<file path="src/hw/rtl/shs_pkg.sv">
`timescale 1ns / 1ps

package shs_pkg;

  localparam int unsigned BLOCK_WORDS  = 16;
  localparam int unsigned HASH_WORDS   = 8;
  localparam int unsigned ROUNDS       = 64;
  localparam logic [7:0]  PAD_BYTE     = 8'h80;

  localparam logic [31:0] ROUND_K [ROUNDS] = '{
    32'h428A2F98, 32'h71374491, 32'hB5C0FBCF, 32'hE9B5DBA5,
    32'h3956C25B, 32'h59F111F1, 32'h923F82A4, 32'hAB1C5ED5,
    32'hD807AA98, 32'h12835B01, 32'h243185BE, 32'h550C7DC3,
    32'h72BE5D74, 32'h80DEB1FE, 32'h9BDC06A7, 32'hC19BF174,
    32'hE49B69C1, 32'hEFBE4786, 32'h0FC19DC6, 32'h240CA1CC,
    32'h2DE92C6F, 32'h4A7484AA, 32'h5CB0A9DC, 32'h76F988DA,
    32'h983E5152, 32'hA831C66D, 32'hB00327C8, 32'hBF597FC7,
    32'hC6E00BF3, 32'hD5A79147, 32'h06CA6351, 32'h14292967,
    32'h27B70A85, 32'h2E1B2138, 32'h4D2C6DFC, 32'h53380D13,
    32'h650A7354, 32'h766A0ABB, 32'h81C2C92E, 32'h92722C85,
    32'hA2BFE8A1, 32'hA81A664B, 32'hC24B8B70, 32'hC76C51A3,
    32'hD192E819, 32'hD6990624, 32'hF40E3585, 32'h106AA070,
    32'h19A4C116, 32'h1E376C08, 32'h2748774C, 32'h34B0BCB5,
    32'h391C0CB3, 32'h4ED8AA4A, 32'h5B9CCA4F, 32'h682E6FF3,
    32'h748F82EE, 32'h78A5636F, 32'h84C87814, 32'h8CC70208,
    32'h90BEFFFA, 32'hA4506CEB, 32'hBEF9A3F7, 32'hC67178F2
  };

  localparam logic [31:0] HASH_INIT [HASH_WORDS] = '{
    32'h6A09E667, 32'hBB67AE85, 32'h3C6EF372, 32'hA54FF53A,
    32'h510E527F, 32'h9B05688C, 32'h1F83D9AB, 32'h5BE0CD19
  };

  typedef struct packed {
    logic [7:0] msg_byte;
    logic       byte_present;
    logic       end_of_message;
  } msg_t;

  typedef struct packed {
    logic [31:0] digest_word;
    logic [2:0]  word_number;
    logic        final_word;
  } digest_t;

  typedef struct packed {
    logic byte_shift;
    logic word_shift;
  } sched_ctrl_t;

  typedef struct packed {
    logic       hash_init;
    logic       vars_load;
    logic       round_step;
    logic       hash_add;
    logic [5:0] round_idx;
  } round_ctrl_t;

  function automatic logic [31:0] ror(input logic [31:0] x, input int unsigned n);
    return (x >> n) | (x << (32 - n));
  endfunction

  function automatic logic [31:0] small_sigma0(input logic [31:0] x);
    return ror(x, 7) ^ ror(x, 18) ^ (x >> 3);
  endfunction

  function automatic logic [31:0] small_sigma1(input logic [31:0] x);
    return ror(x, 17) ^ ror(x, 19) ^ (x >> 10);
  endfunction

  function automatic logic [31:0] big_sigma0(input logic [31:0] x);
    return ror(x, 2) ^ ror(x, 13) ^ ror(x, 22);
  endfunction

  function automatic logic [31:0] big_sigma1(input logic [31:0] x);
    return ror(x, 6) ^ ror(x, 11) ^ ror(x, 25);
  endfunction

endpackage

</file>
<file path="src/hw/rtl/sha256_stream_hasher.sv">
`timescale 1ns / 1ps
// A request with a message byte is taken while the sequencer is idle; a byte that
// completes a 64-byte block then runs 64 rounds of the shared round unit and the
// hash update before the next byte is taken. An end request adds the pad bytes
// plus one or two such compressions, then the eight digest words leave at one per
// cycle as the sink takes them. Reset returns the sequencer to idle, loads the
// initial hash values and clears the counters.

module sha256_stream_hasher
  import shs_pkg::*;
(
  input  logic    clk,
  input  logic    rst,
  input  logic    msg_valid,
  output logic    msg_ready,
  input  msg_t    msg,
  output logic    digest_valid,
  input  logic    digest_ready,
  output digest_t digest
);

  typedef enum logic [4:0] {
    ST_IDLE = 5'b00001,
    ST_COMP = 5'b00010,
    ST_ADD  = 5'b00100,
    ST_PAD  = 5'b01000,
    ST_OUT  = 5'b10000
  } state_t;

  state_t      state;
  state_t      state_next;
  logic [5:0]  fill;
  logic [60:0] byte_count;
  logic [5:0]  round_idx;
  logic [2:0]  word_idx;
  // Padding bookkeeping: the 0x80 byte has gone in, the length field has
  // started, the running compression is the last one of the message, and a
  // compression that ends a data block must be followed by padding.
  logic        pad_started;
  logic        len_phase;
  logic        final_blk;
  logic        resume_pad;

  logic        msg_take;
  logic        digest_take;
  logic        len_sel;
  logic [63:0] bit_len;
  logic [7:0]  len_byte;
  logic [7:0]  pad_byte;
  logic [7:0]  shift_byte;

  sched_ctrl_t sched_ctrl;
  round_ctrl_t round_ctrl;
  logic [31:0] sched_word;
  logic [31:0] hash [HASH_WORDS];

  assign msg_ready    = (state == ST_IDLE);
  assign digest_valid = (state == ST_OUT);
  assign msg_take     = msg_valid && msg_ready;
  assign digest_take  = digest_valid && digest_ready;

  // The length bytes fill the last eight buffer positions, most significant
  // byte first. A 0x80 byte that lands in those positions forces zeros up to
  // the end of the block instead, so the length only starts at position 56.
  assign len_sel  = pad_started && (fill[5:3] == 3'b111) && (fill[2:0] == 3'b000 || len_phase);
  assign bit_len  = {byte_count, 3'b000};
  assign len_byte = 8'(bit_len >> {~fill[2:0], 3'b000});
  assign pad_byte = !pad_started ? PAD_BYTE : (len_sel ? len_byte : 8'h00);

  always_comb begin
    state_next = state;
    sched_ctrl = '0;
    round_ctrl = '0;
    round_ctrl.round_idx = round_idx;
    shift_byte = pad_byte;
    unique case (state)
      ST_IDLE: begin
        shift_byte = msg.msg_byte;
        if (msg_take) begin
          if (msg.byte_present) begin
            sched_ctrl.byte_shift = 1'b1;
            if (&fill) begin
              state_next = ST_COMP;
              round_ctrl.vars_load = 1'b1;
            end else if (msg.end_of_message) begin
              state_next = ST_PAD;
            end
          end else if (msg.end_of_message) begin
            state_next = ST_PAD;
          end
        end
      end
      ST_COMP: begin
        sched_ctrl.word_shift = 1'b1;
        round_ctrl.round_step = 1'b1;
        if (&round_idx) begin
          state_next = ST_ADD;
        end
      end
      ST_ADD: begin
        round_ctrl.hash_add = 1'b1;
        if (final_blk) begin
          state_next = ST_OUT;
        end else if (resume_pad) begin
          state_next = ST_PAD;
        end else begin
          state_next = ST_IDLE;
        end
      end
      ST_PAD: begin
        sched_ctrl.byte_shift = 1'b1;
        if (&fill) begin
          state_next = ST_COMP;
          round_ctrl.vars_load = 1'b1;
        end
      end
      ST_OUT: begin
        if (digest_take && (&word_idx)) begin
          round_ctrl.hash_init = 1'b1;
          state_next = ST_IDLE;
        end
      end
      default: state_next = ST_IDLE;
    endcase
  end

  always_ff @(posedge clk) begin
    if (rst) begin
      state       <= ST_IDLE;
      fill        <= '0;
      byte_count  <= '0;
      round_idx   <= '0;
      word_idx    <= '0;
      pad_started <= 1'b0;
      len_phase   <= 1'b0;
      final_blk   <= 1'b0;
      resume_pad  <= 1'b0;
    end else begin
      state <= state_next;
      if (sched_ctrl.byte_shift) begin
        fill <= fill + 6'd1;
      end
      if (msg_take && msg.byte_present) begin
        byte_count <= byte_count + 61'd1;
      end
      if (msg_take && (&fill) && msg.byte_present) begin
        resume_pad <= msg.end_of_message;
      end
      if (state == ST_PAD) begin
        pad_started <= 1'b1;
        if (len_sel) begin
          len_phase <= 1'b1;
        end
        if (&fill) begin
          final_blk  <= len_sel;
          resume_pad <= 1'b1;
        end
      end
      if (state == ST_COMP) begin
        round_idx <= round_idx + 6'd1;
      end
      if (digest_take) begin
        word_idx <= word_idx + 3'd1;
        if (&word_idx) begin
          byte_count  <= '0;
          pad_started <= 1'b0;
          len_phase   <= 1'b0;
          final_blk   <= 1'b0;
          resume_pad  <= 1'b0;
        end
      end
    end
  end

  // The digest is read straight from the hash registers, which hold still
  // while the sequencer waits in the output state.
  assign digest.digest_word = hash[word_idx];
  assign digest.word_number = word_idx;
  assign digest.final_word  = &word_idx;

  shs_sched u_sched (
    .clk      (clk),
    .ctrl     (sched_ctrl),
    .byte_in  (shift_byte),
    .word_out (sched_word)
  );

  shs_round u_round (
    .clk        (clk),
    .rst        (rst),
    .ctrl       (round_ctrl),
    .sched_word (sched_word),
    .hash       (hash)
  );

endmodule

</file>
<file path="src/hw/rtl/shs_sched.sv">
`timescale 1ns / 1ps

module shs_sched
  import shs_pkg::*;
(
  input  logic        clk,
  input  sched_ctrl_t ctrl,
  input  logic [7:0]  byte_in,
  output logic [31:0] word_out
);

  // One shift line serves as the block buffer while bytes arrive and as the
  // sliding message schedule window during the rounds.
  logic [31:0] sched [BLOCK_WORDS];
  logic [31:0] word_new;

  assign word_new = small_sigma1(sched[14]) + sched[9] + small_sigma0(sched[1]) + sched[0];
  assign word_out = sched[0];

  always_ff @(posedge clk) begin
    if (ctrl.byte_shift) begin
      for (int i = 0; i < BLOCK_WORDS - 1; i++) begin
        sched[i] <= {sched[i][23:0], sched[i + 1][31:24]};
      end
      sched[BLOCK_WORDS - 1] <= {sched[BLOCK_WORDS - 1][23:0], byte_in};
    end else if (ctrl.word_shift) begin
      for (int i = 0; i < BLOCK_WORDS - 1; i++) begin
        sched[i] <= sched[i + 1];
      end
      sched[BLOCK_WORDS - 1] <= word_new;
    end
  end

endmodule

</file>
<file path="src/hw/rtl/shs_round.sv">
`timescale 1ns / 1ps

module shs_round
  import shs_pkg::*;
(
  input  logic        clk,
  input  logic        rst,
  input  round_ctrl_t ctrl,
  input  logic [31:0] sched_word,
  output logic [31:0] hash [HASH_WORDS]
);

  logic [31:0] v [HASH_WORDS];
  logic [31:0] t1;
  logic [31:0] t2;

  assign t1 = v[7] + big_sigma1(v[4]) + ((v[4] & v[5]) ^ (~v[4] & v[6])) +
              ROUND_K[ctrl.round_idx] + sched_word;
  assign t2 = big_sigma0(v[0]) + ((v[0] & v[1]) ^ (v[0] & v[2]) ^ (v[1] & v[2]));

  always_ff @(posedge clk) begin
    if (ctrl.vars_load) begin
      v <= hash;
    end else if (ctrl.round_step) begin
      v[7] <= v[6];
      v[6] <= v[5];
      v[5] <= v[4];
      v[4] <= v[3] + t1;
      v[3] <= v[2];
      v[2] <= v[1];
      v[1] <= v[0];
      v[0] <= t1 + t2;
    end
  end

  always_ff @(posedge clk) begin
    if (rst || ctrl.hash_init) begin
      hash <= HASH_INIT;
    end else if (ctrl.hash_add) begin
      for (int k = 0; k < HASH_WORDS; k++) begin
        hash[k] <= hash[k] + v[k];
      end
    end
  end

endmodule
</file>
<file path="config.mk">
export PLATFORM = sky130hd
export DESIGN_NAME = sha256_stream_hasher
export DESIGN_NICKNAME = d
export VERILOG_FILES = /design/src/hw/rtl/shs_pkg.sv /design/src/hw/rtl/sha256_stream_hasher.sv /design/src/hw/rtl/shs_sched.sv /design/src/hw/rtl/shs_round.sv
export SDC_FILE = /design/constraint.sdc
export NUM_CORES = 2
export LEC_CHECK = 0
export ABC_AREA = 0
export BUFFER_PORTS_ARGS = -buffer_cell sky130_fd_sc_hd__clkbuf_2
export CAP_MARGIN = 20
export CORE_MARGIN = 10
export CORE_UTILIZATION = 55
export CTS_CLUSTER_DIAMETER = 40
export DETAILED_ROUTE_END_ITERATION = 8
export MAX_ROUTING_LAYER = met4
export PLACE_DENSITY = 0.75
export SLEW_MARGIN = 20
export SYNTH_ARGS = -nofsm -noshare
export SYNTH_HDL_FRONTEND = slang
export SYNTH_SLANG_ARGS = --single-unit
</file>
<file path="constraint.sdc">
create_clock -name clk -period 16.05 [get_ports clk]
set_input_delay 2.4075 -clock clk [delete_from_list [all_inputs] [get_ports clk]]
set_output_delay 2.4075 -clock clk [all_outputs]
set_load 0.005 [all_outputs]
</file>
==> impl_metrics.csv <==
group,metric,value,unit
timing,setup_tns,0,ns
synthesis,ys.warnings.count,0,
worst_hold_path,min-delay-start,"pad_started",
place,port-buffer-count,51,
route,detail_route.drc_violations,0,
clocking,numCtsBuffers,174,
synthesis,netlist.top_cell.by_area,"sky130_fd_sc_hd__edfxtp_1",
synthesis,synth.yosys.seq_area_share,0.400,
critical_path,cp-startpoint,"round_idx[3]",
clocking,worst_skew_pair.late_latency,0.83,ns
synthesis,most_area_consuming_cells_after_synthesis,"sky130_fd_sc_hd__edfxtp_1 (31%), sky130_fd_sc_hd__nand2_1 (13%), sky130_fd_sc_hd__dfxtp_1 (9.1%), sky130_fd_sc_hd__ha_1 (6.6%), sky130_fd_sc_hd__fa_1 (5.2%)",
worst_hold_path,hold_end,"pad_started",
clocking,clock_tree_from_tritoncts,"built",
critical_path,worst_r2r_endpoint,"u_round.v[254]",
layout,final-instance-count-excl-fill,10200,
clocking,clk_pin_slew_worst_paths,0.06,ns
route,drtIter0Drc,6883,
grt,grt_overflow_total,0,
worst_hold_path,whs_path_depth,2,
die,die_height,388,µm
timing,relSlewSlack,0.221,
synthesis,net_count_after_synthesis,9023,
clocking,max-clock-path-buffers,3,
route,routed_wl,237000,µm
die,row_count,135,
layout,drive_above_1_share,0.0733,
timing,period_share,0.649,
timing,whs,0.488,ns
critical_path,critical_path.max_stage_delay,0.69,ns
route,total_number_of_vias,62500,
layout,design.final.nets,8830,
critical_path,criticalPathCategory,"flop to flop",
synthesis,area_share_of_the_largest_cell_type_after_synthesis,0.309,
die,area_of_the_die,151000,µm²
critical_path,worst_path_most_repeated_cell,"sky130_fd_sc_hd__fa_1",
critical_path,worstPathArrival,10.95,ns
timing,grt_setup_unrepaired,"false",
clocking,cts_max_level,4,
layout,highest_count_cells_in_the_layout_ignoring_fill_and_taps,"sky130_fd_sc_hd__nand2_1 (2,629), sky130_fd_sc_hd__edfxtp_1 (768), sky130_fd_sc_hd__a21oi_1 (504)",
synthesis,synth_area,74600,µm²
route,post_drt_via_cell_ratio,6.14,
place,gp_congestion,1.02,
outcome,outcome,"complete, no violations",
synthesis,ys_dominant_reg_cell,"sky130_fd_sc_hd__edfxtp_1",
clocking,cts_post_setup_buffers_inserted,0,
timing,final_critical_delay_including_setup_and_external_delays,10.42,ns
grt,grt_pass1_wl,361000,µm
layout,most_common_cell_after_layout_fill_and_taps_aside,"sky130_fd_sc_hd__nand2_1",
clocking,cts.repair.resized,0,
route,route.detailed.wl_per_inst,23.3,µm
grt,vias_in_the_first_global_route,60000,
critical_path,startpoint_type,"flop",
die,core-area,135000,µm²
critical_path,reg2regPathDepth,35,
die,io_pins,52,
route,detail_route.first_pass.iterations,7,
die,start_util,0.552,
clocking,clockRootBuffer,"sky130_fd_sc_hd__clkbuf_16",
synthesis,syn_inst,8419,
timing,report.final.slew_viol_count,0,
synthesis,synth_enable_flop_cells,768,
synthesis,synth.lib_cells_used.distinct,98,
critical_path,slowest_stage,"sky130_fd_sc_hd__clkinv_1",
clocking,cts_hold_buf,0,
synthesis,postSynthRegisterBits,1109,
critical_path,worst_ep_required_time,16.57,ns
timing,setup_viol,0,
grt,gr-usage-all-layers,0.314,
layout,flow.area_growth_from_synthesis,10.1,%
critical_path,critical_path.max_fanout,41,
critical_path,regToRegSetupSlack,5.63,ns
timing,report.final.hold_viol_count,0,
synthesis,postSynth.asyncResetShare,0,
flow_run,cap_violations,0,
worst_hold_path,min_path_type,"flop to flop",
timing,max_freq,96.0,MHz
die,die_w,388,µm
grt,grt_antenna_before_repair,7,
route,drtAntennaViolNets,0,
grt,largest_net_degree_at_the_start_of_global_routing,200,
timing,fin_clk_skew,0.0742,ns
critical_path,reg2reg_from,"round_idx[3]",
critical_path,setup.worst_path.end_class,"flop",
timing,worst_slew_pin_slew,1.17,ns
place,detailed_place_hpwl,172000,µm
place,dpl.cell_count,9831,
synthesis,postSynthAreaPerCell,8.87,µm²
clocking,clock-sinks,1109,
==> worst max path at each step <==
stage               slack (ns)             endpoint
global route              5.12       u_round.v[254]
finish                    5.63       u_round.v[254]
global placement          5.84       u_round.v[253]
detailed placement        5.87       u_round.v[254]
floorplan                 0.70  u_sched.sched[0][0]
CTS                       5.80       u_round.v[254]
==> registers in the layout (all words and copies together) (netlist names) <==
register       cells
u_sched.sched    512
u_round.hash     256
state              5
len_phase          1
u_round.v        256
resume_pad         1
byte_count        61
fill               6
round_idx          6
word_idx           3
final_blk          1
pad_started        1
==> metal layers <==
layer | wire [µm] | vias to the layer above | global-route usage
li1 | - | 28700 | -
met1 | 92300 | 30200 | 0.387
met2 | 110000 | 2861 | 0.492
met3 | 20300 | 663 | 0.0609
met4 | 13800 | 0 | 0.158
met5 | 0 | - | -
==> stage by stage <==
step	setup WS, ns	instance area [µm²]	utilization
after floorplan	0.696	74600	-
after detailed placement	5.87	76000	0.562
after global placement	5.84	76000	0.562
after CTS	5.80	82200	0.608
after global routing	5.12	82200	0.608
final	5.63	82200	0.608
==> cells by family (layout without fill, tap and decap cells) <==
group / Yosys count / in the layout / share of synthesized area
simple gates: 3557 / 3557 / 0.196
mux: 164 / 164 / 0.0368
flops: 1109 / 1109 / 0.400
buf+inv: 747 / 703 / 0.0376
compound gates: 1618 / 1618 / 0.136
fa+ha+maj: 612 / 612 / 0.121
xor+xnor: 612 / 612 / 0.0720
other cells: 0 / 7 / 0
==> synth_stat cells, drive strengths merged, types with 16 or more instances <==
cell / number
nand2: 2633
edfxtp: 768
a21oi: 505
clkbuf: 438
o21ai: 399
ha: 395
xnor2: 374
nor2: 363
dfxtp: 341
inv: 259
xor2: 237
fa: 195
a21o: 155
nand3: 121
o211ai: 112
nor3: 96
mux4: 83
a211oi: 62
a31oi: 55
and3: 55
nand2b: 55
nor2b: 53
o21bai: 52
mux2: 51
o21a: 47
buf: 46
nand4: 46
or3: 35
mux2i: 30
o31ai: 25
maj3: 22
a311oi: 16
nand3b: 16
==> area by class of cell <==
| cell class | count | area (µm²) |
|---|---|---|
| well taps | 1781 | 2230 |
| repair buffers | 115 | 798 |
| clock buffers | 207 | 4610 |
| fillers | 11500 | 52900 |
| multi-input cells | 6563 | 42100 |
| inverters | 263 | 987 |
| clock inverters | 118 | 1590 |
| flip-flops and latches | 1109 | 29900 |
| diodes | 7 | 17.5 |
==> critical path: cells and delay by family, from the launching register on <==
kind / cells / cell delay [ns]
buffers and inverters: 6 / 1.72
AO/OA/AOI/OAI: 14 / 3.35
adder cells (fa/ha/maj): 7 / 2.85
flip-flops: 1 / 0.31
XOR/XNOR: 2 / 0.55
multiplexers: 1 / 0.52
AND/OR/NAND/NOR: 5 / 0.82
Power is not shown: default switching activity piles up to over one toggle a cycle in this logic, so the estimate is an artifact.
